<file path="config.mk">
export PLATFORM = sky130hd
export DESIGN_NAME = time_of_day_text_to_millis_unit
export DESIGN_NICKNAME = d
export VERILOG_FILES = /design/src/rtl/core/tdtm_pkg.sv /design/src/rtl/core/tdtm_parse.sv /design/src/rtl/core/time_of_day_text_to_millis_unit.sv
export SDC_FILE = /design/constraint.sdc
export NUM_CORES = 1
export LEC_CHECK = 0
export CELL_PAD_IN_SITES_DETAIL_PLACEMENT = 0
export CELL_PAD_IN_SITES_GLOBAL_PLACEMENT = 1
export CORE_UTILIZATION = 45
export CTS_CLUSTER_SIZE = 10
export DETAILED_ROUTE_END_ITERATION = 8
export DONT_BUFFER_PORTS = 1
export MAX_ROUTING_LAYER = met4
export PLACE_DENSITY = 0.79
export REMOVE_ABC_BUFFERS = 1
export SLEW_MARGIN = 20
export SYNTH_ARGS = -nofsm -noshare
export SYNTH_HDL_FRONTEND = slang
export SYNTH_SLANG_ARGS = --single-unit
</file>
<file path="constraint.sdc">
create_clock -name clk -period 12.7 [get_ports clk]
set_input_delay 2.54 -clock clk [delete_from_list [all_inputs] [get_ports clk]]
set_output_delay 2.54 -clock clk [all_outputs]
set_load 0.02 [all_outputs]
</file>
<file path="src/rtl/core/tdtm_pkg.sv">
// tdtm_pkg: request types, field snapshot and constants for the
// time-of-day text to milliseconds unit; no dependencies
`default_nettype none
package tdtm_pkg;

	localparam logic [7:0] CHAR_ZERO  = 8'h30;
	localparam logic [7:0] CHAR_NINE  = 8'h39;
	localparam logic [7:0] CHAR_COLON = 8'h3A;
	localparam logic [7:0] CHAR_DOT   = 8'h2E;

	localparam logic [3:0] POS_MAX      = 4'd15;
	localparam logic [3:0] POS_SEP_HM   = 4'd2;
	localparam logic [3:0] POS_SEP_MS   = 4'd5;
	localparam logic [3:0] POS_SEP_FR   = 4'd8;
	localparam logic [3:0] POS_LAST_COL = 4'd11;
	localparam logic [3:0] POS_LAST_PLN = 4'd5;

	localparam logic [6:0] MAX_HOURS    = 7'd23;
	localparam logic [6:0] MAX_MINSEC   = 7'd59;
	localparam logic [9:0] MAX_FRACTION = 10'd999;

	localparam logic [26:0] MS_PER_HOUR   = 27'd3600000;
	localparam logic [26:0] MS_PER_MINUTE = 27'd60000;
	localparam logic [26:0] MS_PER_SECOND = 27'd1000;

	localparam logic [1:0] ST_OK        = 2'd0;
	localparam logic [1:0] ST_MALFORMED = 2'd1;
	localparam logic [1:0] ST_RANGE     = 2'd2;

	typedef struct packed {
		logic [7:0] char_code;
		logic       last_char;
	} text_req_t;

	typedef struct packed {
		logic [26:0] millis_of_day;
		logic [1:0]  status;
	} millis_req_t;

	typedef struct packed {
		logic [6:0] hours;
		logic [6:0] minutes;
		logic [6:0] seconds;
		logic [9:0] fraction;
		logic [1:0] status;
	} fields_t;

	function automatic logic [6:0] push7(input logic [6:0] acc, input logic [3:0] d);
		logic [10:0] t;
		t = {1'b0, acc, 3'b000} + {3'b000, acc, 1'b0} + {7'd0, d};
		return t[6:0];
	endfunction

	function automatic logic [9:0] push10(input logic [9:0] acc, input logic [3:0] d);
		logic [13:0] t;
		t = {1'b0, acc, 3'b000} + {3'b000, acc, 1'b0} + {10'd0, d};
		return t[9:0];
	endfunction

endpackage
`default_nettype wire

</file>
<file path="src/rtl/core/tdtm_parse.sv">
// tdtm_parse: per-character field accumulation, form checks and final status
// depends on tdtm_pkg
`default_nettype none
module tdtm_parse (
	input  wire                 clk,
	input  wire                 arst_n,
	input  wire                 take,
	input  wire  [7:0]          char_code,
	input  wire                 last_char,
	output tdtm_pkg::fields_t   fields
);
	import tdtm_pkg::*;

	logic [3:0] pos_q;
	logic       colon_q;
	logic [6:0] hours_q, minutes_q, seconds_q;
	logic [9:0] fraction_q;
	logic       mal_q;

	logic       colon_n, mal_n;
	logic [6:0] hours_n, minutes_n, seconds_n;
	logic [9:0] fraction_n;
	logic       is_digit;
	logic [3:0] dval;
	logic [7:0] dsub;
	logic       bad_len, out_rng;

	assign is_digit = (char_code >= CHAR_ZERO) && (char_code <= CHAR_NINE);
	assign dsub     = char_code - CHAR_ZERO;
	assign dval     = dsub[3:0];

	always_comb begin
		colon_n    = colon_q;
		mal_n      = mal_q;
		hours_n    = hours_q;
		minutes_n  = minutes_q;
		seconds_n  = seconds_q;
		fraction_n = fraction_q;
		if (pos_q < POS_SEP_HM) begin
			if (is_digit) hours_n = push7(hours_q, dval);
			else mal_n = 1'b1;
		end else if (pos_q == POS_SEP_HM) begin
			if (char_code == CHAR_COLON) colon_n = 1'b1;
			else if (is_digit) minutes_n = push7(minutes_q, dval);
			else mal_n = 1'b1;
		end else if (colon_q) begin
			if (pos_q < POS_SEP_MS) begin
				if (is_digit) minutes_n = push7(minutes_q, dval);
				else mal_n = 1'b1;
			end else if (pos_q == POS_SEP_MS) begin
				if (char_code != CHAR_COLON) mal_n = 1'b1;
			end else if (pos_q < POS_SEP_FR) begin
				if (is_digit) seconds_n = push7(seconds_q, dval);
				else mal_n = 1'b1;
			end else if (pos_q == POS_SEP_FR) begin
				if (char_code != CHAR_DOT) mal_n = 1'b1;
			end else if (pos_q <= POS_LAST_COL) begin
				if (is_digit) fraction_n = push10(fraction_q, dval);
				else mal_n = 1'b1;
			end else begin
				mal_n = 1'b1;
			end
		end else begin
			if (pos_q == 4'd3) begin
				if (is_digit) minutes_n = push7(minutes_q, dval);
				else mal_n = 1'b1;
			end else if (pos_q <= POS_LAST_PLN) begin
				if (is_digit) seconds_n = push7(seconds_q, dval);
				else mal_n = 1'b1;
			end else begin
				mal_n = 1'b1;
			end
		end
	end

	assign bad_len = colon_n ? (pos_q != POS_LAST_COL) : (pos_q != POS_LAST_PLN);
	assign out_rng = (hours_n > MAX_HOURS) || (minutes_n > MAX_MINSEC) ||
		(seconds_n > MAX_MINSEC) || (fraction_n > MAX_FRACTION);

	always_comb begin
		fields.hours    = hours_n;
		fields.minutes  = minutes_n;
		fields.seconds  = seconds_n;
		fields.fraction = fraction_n;
		if (mal_n || bad_len) fields.status = ST_MALFORMED;
		else if (out_rng) fields.status = ST_RANGE;
		else fields.status = ST_OK;
	end

	always_ff @(posedge clk or negedge arst_n) begin
		if (!arst_n) begin
			pos_q      <= '0;
			colon_q    <= 1'b0;
			hours_q    <= '0;
			minutes_q  <= '0;
			seconds_q  <= '0;
			fraction_q <= '0;
			mal_q      <= 1'b0;
		end else if (take) begin
			if (last_char) begin
				pos_q      <= '0;
				colon_q    <= 1'b0;
				hours_q    <= '0;
				minutes_q  <= '0;
				seconds_q  <= '0;
				fraction_q <= '0;
				mal_q      <= 1'b0;
			end else begin
				if (pos_q != POS_MAX) pos_q <= pos_q + 4'd1;
				colon_q    <= colon_n;
				hours_q    <= hours_n;
				minutes_q  <= minutes_n;
				seconds_q  <= seconds_n;
				fraction_q <= fraction_n;
				mal_q      <= mal_n;
			end
		end
	end

endmodule
`default_nettype wire

</file>
<file path="src/rtl/core/time_of_day_text_to_millis_unit.sv">
// time_of_day_text_to_millis_unit: top level, input register, field snapshot,
// millisecond result register; depends on tdtm_pkg and tdtm_parse
// a last character moves from input register to field snapshot to result register
// throughput: one character per cycle unless stalled, limited by the
// per-character accumulate; each stage advances when empty or when the stage
// after it moves, so non-last characters flow while a result waits to be taken
// reset: arst_n clears all valid bits and the parse state, ready for position 0
`default_nettype none
module time_of_day_text_to_millis_unit (
	input  wire                     clk,
	input  wire                     arst_n,
	input  wire                     text_valid,
	output logic                    text_stall,
	input  wire tdtm_pkg::text_req_t text,
	output logic                    millis_valid,
	input  wire                     millis_stall,
	output tdtm_pkg::millis_req_t   millis
);
	import tdtm_pkg::*;

	logic      valid_s1;
	text_req_t text_s1;
	logic      valid_s2;
	fields_t   fields_s2;
	fields_t   fields_nx;

	logic out_ready, s2_ready, s1_go, s1_load;
	logic [26:0] ms_sum;

	assign out_ready  = !millis_valid || !millis_stall;
	assign s2_ready   = !valid_s2 || out_ready;
	assign s1_go      = valid_s1 && (!text_s1.last_char || s2_ready);
	assign text_stall = valid_s1 && !s1_go;
	assign s1_load    = !text_stall;

	tdtm_parse u_parse (
		.clk       (clk),
		.arst_n    (arst_n),
		.take      (s1_go),
		.char_code (text_s1.char_code),
		.last_char (text_s1.last_char),
		.fields    (fields_nx)
	);

	// field values are bounded when status is ok
	assign ms_sum = 27'(fields_s2.hours[4:0]) * MS_PER_HOUR
		+ 27'(fields_s2.minutes[5:0]) * MS_PER_MINUTE
		+ 27'(fields_s2.seconds[5:0]) * MS_PER_SECOND
		+ 27'(fields_s2.fraction);

	always_ff @(posedge clk or negedge arst_n) begin
		if (!arst_n) begin
			valid_s1     <= 1'b0;
			valid_s2     <= 1'b0;
			millis_valid <= 1'b0;
		end else begin
			if (s1_load) valid_s1 <= text_valid;
			if (s2_ready) valid_s2 <= s1_go && text_s1.last_char;
			if (out_ready) millis_valid <= valid_s2;
		end
	end

	always_ff @(posedge clk) begin
		if (s1_load) text_s1 <= text;
		if (s2_ready) fields_s2 <= fields_nx;
		if (out_ready && valid_s2) begin
			millis.status        <= fields_s2.status;
			millis.millis_of_day <= (fields_s2.status == ST_OK) ? ms_sum : '0;
		end
	end

	a_zero_unless_ok: assert property (@(posedge clk) disable iff (!arst_n)
		(millis_valid && millis.status != ST_OK) |-> (millis.millis_of_day == '0))
		else $error("nonzero millis with bad status");

	a_status_code: assert property (@(posedge clk) disable iff (!arst_n)
		millis_valid |-> (millis.status == ST_OK || millis.status == ST_MALFORMED ||
			millis.status == ST_RANGE))
		else $error("unknown status code");

	a_day_bound: assert property (@(posedge clk) disable iff (!arst_n)
		(millis_valid && millis.status == ST_OK) |-> (millis.millis_of_day < 27'd86400000))
		else $error("millis beyond one day");

	a_s2_hold: assert property (@(posedge clk) disable iff (!arst_n)
		(valid_s2 && !out_ready) |=> (valid_s2 && $stable(fields_s2)))
		else $error("snapshot lost while output stalled");

	a_stall_only_on_last: assert property (@(posedge clk) disable iff (!arst_n)
		text_stall |-> (valid_s1 && text_s1.last_char && valid_s2))
		else $error("input stalled without a blocked result");

endmodule
`default_nettype wire
</file>
# Yosys cells after proc, flatten, opt, wreduce, memory -nomap -nowiden
# Cells that the tools add are included.
# classes
add_sub_neg	13
mul	3
div_mod_pow	0
order_cmp	11
eq_ne	10
shifts	0
muxes	54
bitwise_logic	0
n_reduce_logical	20
# ops
op	count
2-to-1 mux 7 bit	21
2-to-1 mux 10 bit	10
adder 27 x 10 -> 27 bit	1
adder 27 x 16 -> 27 bit	1
adder 27 x 22 -> 27 bit	1
adder 7 x 4 -> 7 bit	3
adder 7 bit	3
multiplier 5 x 15 -> 20 bit, second input constant	1
2-to-1 mux 1 bit	20
multiplier 6 x 11 -> 17 bit, second input constant	1
!= test 8 x 6 -> 1 bit, second input constant	2
> comparator 7 x 6 -> 1 bit, second input constant	2
multiplier 6 x 7 -> 13 bit, second input constant	1
adder 10 bit	1
adder 10 x 4 -> 10 bit	1
> comparator 10 bit, second input constant	1
== test 4 x 2 -> 1 bit, second input constant	2
== test 8 x 6 -> 1 bit, second input constant	1
>= comparator 8 x 6 -> 1 bit, second input constant	1
<= comparator 8 x 6 -> 1 bit, second input constant	1
2-to-1 mux 4 bit	2
!= test 4 bit, second input constant	2
> comparator 7 x 5 -> 1 bit, second input constant	1
logical OR 1 bit	7
16 further kinds	24
# totals
reg_bits	107
latchBits	0
mem_bits_rw	0
mem_bits_ro	0
output_inout_bits	31
word_cells	130
memories	0

# Longest topological paths before layout
# Gate-level depths: netlist of run 1.
# logic_depth
word_depth	14
mapped_depth	29

# By module
# From an unflattened synthesis of run 1, not the netlist that was laid out.
# unflattened
hier_cells	1028
area_unflattened_um2	10456.3
# modules_own_cells
module	n_inst	cells_each	area_per_inst_um2	seq_area_each_um2
time_of_day_text_to_millis_unit	1	692	7196.9	2087.0
tdtm_parse	1	336	3259.4	925.9

# Worst setup path after synthesis of run 1
# No wires, ideal clock.
# synth_timing
path_type	reg2reg
start	register fields_s2[14] (netlist bit)
end	register millis[28] (netlist bit), data pin
setup_time_ns	0.256
arrival_time_ns	5.820
path_slack_ns	6.624
path_stages_with_launch	28
cell_sequence	edfxtp_1 > inv_1 > fa_1 > inv_1 > fa_1 > inv_1 > fa_1 > inv_1 > ha_1 > nor2b_1 > o21ai_0 > a21boi_0 > o21a_1 > o21ai_0 > nand2b_1 > a21oi_1 > xnor2_1 > fa_1 > ha_1 > ha_1 > and3_1 > and4_1 > nand3_1 > nand4_1 > o211ai_1 > a21oi_1 > a31oi_1 > a41o_1
# synth_between
elab_chain_len	3
# synth_rtl
element	line_no	rtl
from (decl)	time_of_day_text_to_millis_unit.sv:24	fields_t fields_s2;
from (signal assigned)	time_of_day_text_to_millis_unit.sv:65	if (s2_ready) fields_s2 <= fields_nx;
multiplier 6 x 7 -> 13 bit	time_of_day_text_to_millis_unit.sv:48	+ 27'(fields_s2.seconds[5:0]) * MS_PER_SECOND
adder 27 x 16 -> 27 bit	time_of_day_text_to_millis_unit.sv:48	
adder 27 x 10 -> 27 bit	time_of_day_text_to_millis_unit.sv:49	+ 27'(fields_s2.fraction);
to (decl)	time_of_day_text_to_millis_unit.sv:17	output tdtm_pkg::millis_req_t millis
# No other way between the ends.
# A chain may end at the register's enable or synchronous reset.

# Worst setup path after layout of run 1
# Ends and elaborated chain as after synthesis.

==> impl_metrics.tcl, run 1 <==
set metrics [dict create \
    status "finished, final reports clean" \
    drc 0 \
    grt_first_pass_wirelength_mm 33.4 \
    cts.sinks 107 \
    antenna_cells 0 \
    cts_made_buffers 9 \
    p_leak_nw 5.53 \
    r2r_end "millis[28]" \
    clk_pin_slew_ns 0.08 \
    critical_path_class "flip-flop to flip-flop" \
    met3_usage_pct 2.72 \
    die_h_um 153 \
    detail_route.wirelength_mm 19.8 \
    dpl.hpwl_mm 16.0 \
    ant_nets 0 \
    nets 1237 \
    final_cells 1269 \
    yosys-top-cells-area "ha_1 (22%), edfxtp_1 (20%), fa_1 (12%)" \
    routed_via_density 5.34 \
    synth_top_family_by_area "adder cells" \
    synth.largest_area_cell "ha_1" \
    mostFrequentLayoutCell "ha_1" \
    cts-root-buf "clkbuf_16" \
    r2r_cells 27 \
    yosysSeqAreaShare_pct 29.3 \
    cts_resized 0 \
    rsz0062_at_grt "no" \
    avgSynthCellArea_um2 10.4 \
    r2r_start "fields_s2[14]" \
    dr.pass1.iters 4 \
    final_area_mm2 0.0109 \
    core_mm2 0.0221 \
    dieArea_mm2 0.0235 \
    synth_edf_count 67 \
    muxShareOfSynthArea_pct 2.32 \
    grt_antenna_before_repair 0 \
    drive_above_1_share_pct 4.25 \
    min_to "u_parse.hours_q[6]" \
    grt_pass1_vias 6815 \
    synth_top_area_share_pct 21.9 \
    drtIter0Drc 240 \
    dpl-instance-area_mm2 0.0106 \
    period_minus_slack_ns 6.63 \
    met1_usage_pct 23.0 \
    arrival_ns 6.74 \
    finalHoldViolations 0 \
    num_rows 54 \
    finalSetupViolCount 0 \
    final-max-slew-violation-count 0 \
    grt_max_degree 41 \
    boundaryPins 44 \
    drv_cap 0 \
    syn_area_mm2 0.0103 \
    synth_cell_types 66 \
    min_from "u_parse.hours_q[6]" \
    yosys.area_share.simple_pct 9.55 \
    synthFlopType "edfxtp_1" \
    synthArstFlopShare_pct 37.4 \
    via_count 6772 \
    synthAdderAreaFrac_pct 33.5 \
    cts_hold_buf 0 \
    final_cell_mix "ha_1 (180), inv_1 (129), edfxtp_1 (67)" \
    vdd_ir_drop_max_mv 0.0771 \
    end_kind "flip-flop" \
    final_core_util_pct 49.4 \
    area_growth_pct 6.08 \
    synth_xor_area_share_pct 6.13 \
    port_buffers 0 \
    cp_max_fo 5 \
    fp.dieW_um 153 \
    syn_inst 988 \
    critPathLaunchType "flip-flop" \
    clockBufferDepth 2 \
    post-route-period-util_pct 52.2 \
    crit_family "adder cells" \
    post_cts_buffers 0 \
    cts_max_level 3 \
    use_met2_pct 31.1 \
    insertion_delay_ns 0.36 \
    grt_use_total_pct 18.4 \
    hold_path_depth 2 \
    fmax_mhz 151 \
    place_inst 1252 \
    setup_total_negative_slack_ns 0 \
    synth_seq_cells 107 \
    max_slew_margin_pct 29.5 \
    fin_skew_ns 0.0113 \
    slowest_delay_ns 0.50 \
    synth_compound_area_share_pct 13.6 \
    yosys_warnings 0 \
    start_util_pct 46.6 \
    worst_pin_slew_ns 1.06 \
    n_fill_cell 2012 \
    power_density_mw_per_mm2 110 \
    hold_slack_ns 0.483 \
    cts_tree "yes" \
    grt_overflow 0 \
    grt-busiest-layer "met2" \
    worst_path_max_delay_cell "fa_1" \
    critPathBufInv 4 \
    gp_congestion 0.851 \
    hp-class "flip-flop to flip-flop" \
    rrSetupSlack_ns 6.07 \
    wl_per_cell_um 15.6 \
    cp.required_ns 12.81 \
]
==> area by class of cell <==
type                            count  area, µm²  share of cell area [%]
Clock buffer                       10        239                    2.19
Clock inverter                      6       65.1                   0.596
Inverter                          132        495                    4.54
Multi-Input combinational cell    731       6720                    61.5
Sequential cell                   107       3010                    27.6
Tap cell                          280        350                    3.21
Timing Repair Buffer                3       42.5                   0.390
==> worst min-delay path, cell delays in order, from the launching register on <==
cell and delay [ns]:
dfrtp_1 0.35, nand2_1 0.05, o21ai_0 0.06
==> where the power goes <==
part / total (mW) / leakage [nW] / internal (mW) / switching, mW
combinational: 0.496 / 4.12 / 0.213 / 0.284
clock: 0.286 / 0.150 / 0.145 / 0.141
sequential: 0.421 / 1.26 / 0.391 / 0.0301
total: 1.20 / 5.53 / 0.748 / 0.455
==> per-stage QoR <==
step           power, mW  worst slack (ns)
2_1_floorplan      0.815              6.62
3_3_place_gp       0.927              6.26
3_5_place_dp       0.927              6.08
4_1_cts             1.22              6.05
5_1_grt             1.30              5.60
6_report            1.20              6.07
==> sequential cells by signal, indices dropped and copies added (netlist names) <==
name,cells
fields_s2,29
millis,29
u_parse.fraction_q,10
text_s1,9
u_parse.hours_q,7
u_parse.minutes_q,7
u_parse.seconds_q,7
u_parse.pos_q,4
millis_valid,1
u_parse.colon_q,1
u_parse.mal_q,1
valid_s1,1
valid_s2,1
==> cells in the mapped netlist, types with 20 or more instances <==
cell type  instances
ha_1             180
inv_1            130
edfxtp_1          67
nor2_1            61
fa_1              60
a21oi_1           53
xnor2_1           52
dfrtp_1           40
nand2_1           37
o21ai_0           31
a22o_1            22
a21o_1            20
xor2_1            20
==> per-layer routing <==
layer | share of wire, % | wire length [µm]
met1 | 48 | 9410
met2 | 49 | 9650
met3 | 2.5 | 491
met4 | 1.2 | 229
met5 | 0 | 0
==> worst max path at each step <==
| stage | start | endpoint | depth (start not counted) |
|---|---|---|---|
| after floorplan | fields_s2[14] | millis[28] | 27 |
| after global placement | fields_s2[14] | millis[28] | 27 |
| after CTS | fields_s2[14] | millis[28] | 27 |
| after global routing | fields_s2[14] | millis[28] | 27 |
| final | fields_s2[14] | millis[28] | 27 |
| after detailed placement | fields_s2[14] | millis[28] | 27 |
==> cells by family (layout without fill, tap and decap cells) <==
logic type	Yosys count	count (layout)
adder cells (fa/ha/maj)	240	240
buffers and inverters	150	151
AO/OA/AOI/OAI	202	202
XOR/XNOR	72	72
multiplexers	22	22
flip-flops	107	107
AND/OR/NAND/NOR	195	195
Note: power is estimated with default switching activity, not from simulation.
==> run 2, diff against run 1 <==
Settings changed: PLACE_DENSITY 0.79 to 0.82.
Clock period 12.7 ns to 5.5 ns, I/O delays scaled along.
==> run 2 against run 1 <==
Effect of this change: the flow now finishes with violations (negative setup slack); global-route usage increased by 1.5 points; final cell count increased by 9.1%; utilization increased by 5.6 points; critical path type unchanged; critical endpoint unchanged.
==> impl_metrics.tcl, run 2 (synthesis gave the netlist of run 1 again) <==
set metrics [dict create \
    ant_nets 0 \
    detail_route.wirelength_mm 21.5 \
    worst_pin_slew_ns 1.06 \
    critical_path_class "flip-flop to flip-flop" \
    insertion_delay_ns 0.37 \
    antenna_cells 0 \
    start_util_pct 46.6 \
    routed_via_density 5.28 \
    cts_made_buffers 9 \
    status "finished with violations" \
    r2r_end "millis[28]" \
    grt_overflow 0 \
    via_count 7310 \
    grt_pass1_vias 7347 \
    finalSetupViolCount 10 \
    cts.sinks 107 \
    gp_congestion 0.859 \
    clkPwrFrac_pct 20.5 \
    met3_usage_pct 2.64 \
    max_slew_margin_pct 29.6 \
    final_cell_mix "ha_1 (162), inv_1 (122), buf_4 (115)" \
    fp.dieW_um 153 \
    use_met2_pct 34.1 \
    critPathLaunchType "flip-flop" \
    reg.largest.list "fields_s2 (29), millis (29), u_parse.fraction_q (10)" \
    critPathBufInv 6 \
    switching_power_mw 1.28 \
    met1_usage_pct 24.5 \
    rsz0062_at_grt "yes" \
    intPower_mw 2.11 \
    clockBufferDepth 2 \
    core_mm2 0.0221 \
    grt_antenna_before_repair 0 \
    dpl.hpwl_mm 16.8 \
    r2r_start "fields_s2[13]" \
    worst_path_max_delay_cell "fa_1" \
    drv_cap 0 \
    wl_per_cell_um 15.6 \
    final_area_mm2 0.0121 \
    area_growth_pct 18.0 \
    drtIter0Drc 260 \
    drive_above_1_share_pct 19.2 \
    combPwrFrac_pct 51.1 \
    slowest_delay_ns 0.55 \
    nets 1352 \
    end_kind "flip-flop" \
    power.total_mw 3.39 \
    setup_slack_ns -0.411 \
    final-max-slew-violation-count 0 \
    die_h_um 153 \
    clk_pin_slew_ns 0.08 \
    violations "negative setup slack" \
    boundaryPins 44 \
    pwr-share-seq_pct 28.4 \
    period_minus_slack_ns 5.91 \
    cts_tree "yes" \
    swShare_pct 37.7 \
    final_core_util_pct 55.0 \
    grt-busiest-layer "met2" \
    port_buffers 0 \
    vdd_ir_drop_max_mv 0.177 \
    grt_first_pass_wirelength_mm 36.1 \
    r2r_cells 28 \
    dieArea_mm2 0.0235 \
    power_density_mw_per_mm2 279 \
    crit_family "adder cells" \
    p_leak_nw 6.12 \
    finalHoldViolations 0 \
    post-route-period-util_pct 107 \
    arrival_ns 6.03 \
    dpl-instance-area_mm2 0.0113 \
    cts-root-buf "clkbuf_16" \
    hp-class "primary input to async pin" \
    cp_max_fo 3 \
    num_rows 54 \
    dr.pass1.iters 4 \
    cts_hold_buf 0 \
    fmax_mhz 169 \
    fin_skew_ns 0.0125 \
    drc 0 \
    cp.required_ns 5.62 \
    grt_use_total_pct 19.9 \
    grt_max_degree 41 \
    mostFrequentLayoutCell "ha_1" \
    rrSetupSlack_ns -0.41 \
    cts_max_level 3 \
]
## run 2: cell types whose count changed in the layout (fill, tap and decap cells not counted), sizes merged
| cell | before | now |
|---|---|---|
| clkbuf | 10 | 9 |
| inv | 133 | 136 |
| buf | 3 | 118 |
| clkinv | 5 | 3 |
## run 2: power by group through the flow
stage / Combinational, mW / Sequential [mW] / Clock, mW
after detailed placement: 1.41 / 0.982 / 0
after floorplan: 0.909 / 0.973 / 0
final: 1.74 / 0.963 / 0.695
after global routing: 1.93 / 0.971 / 0.737
after global placement: 1.39 / 0.981 / 0
after CTS: 1.65 / 0.964 / 0.715
## run 2: worst register-to-register path, delay by kind of cell (launching register included)
family / cells / cell delay (ns)
AO/OA/AOI/OAI: 11 / 1.73
XOR/XNOR: 1 / 0.13
adder cells (fa/ha/maj): 7 / 2.59
buffers and inverters: 6 / 0.50
flip-flops: 1 / 0.39
AND/OR/NAND/NOR: 3 / 0.34
## run 2: how the worst max path moves through the flow
stage | start | endpoint | slack (ns) | cells after the start
floorplan | fields_s2[14] | millis[28] | -0.58 | 27
global placement | fields_s2[12] | millis[25] | -0.71 | 27
detailed placement | fields_s2[12] | millis[25] | -0.85 | 27
CTS | fields_s2[12] | millis[28] | -0.43 | 27
global route | fields_s2[13] | millis[28] | -0.61 | 27
finish | fields_s2[13] | millis[28] | -0.41 | 28
## run 2: final cells by class
cell class	instances	area (µm²)
clock buffer	9	225
clock inverter	7	83.8
fill	1902	9950
inverter	132	495
multi-input combinational	731	7080
sequential	107	3010
tap	280	350
timing repair buffer	118	897
## run 2: what timing repair did
action | 4_1_cts | 5_1_grt
pin swaps | 52 | 28
buffers inserted | 16 | 4
endpoints found under the hold margin | 0 | 0
gates resized for setup | 46 | 23
setup endpoints to repair | 13 | 13
## run 2: layer usage
| metal | wire (µm) | share of wire (%) |
|---|---|---|
| met5 | 0 | 0 |
| met4 | 410 | 1.9 |
| met2 | 10700 | 50 |
| met3 | 517 | 2.4 |
| met1 | 9940 | 46 |
## run 2: metrics by stage
step                      std cells  hold WS [ns]  setup slack (ns)  TNS [ns]
after floorplan                 970         0.436            -0.576     -3.29
after global placement         1348         0.452            -0.709     -5.28
after detailed placement       1348         0.454            -0.850     -6.79
after CTS                      1380         0.399            -0.431     -2.85
after global routing           1384         0.392            -0.607     -4.88
final                          1384         0.414            -0.411     -2.72
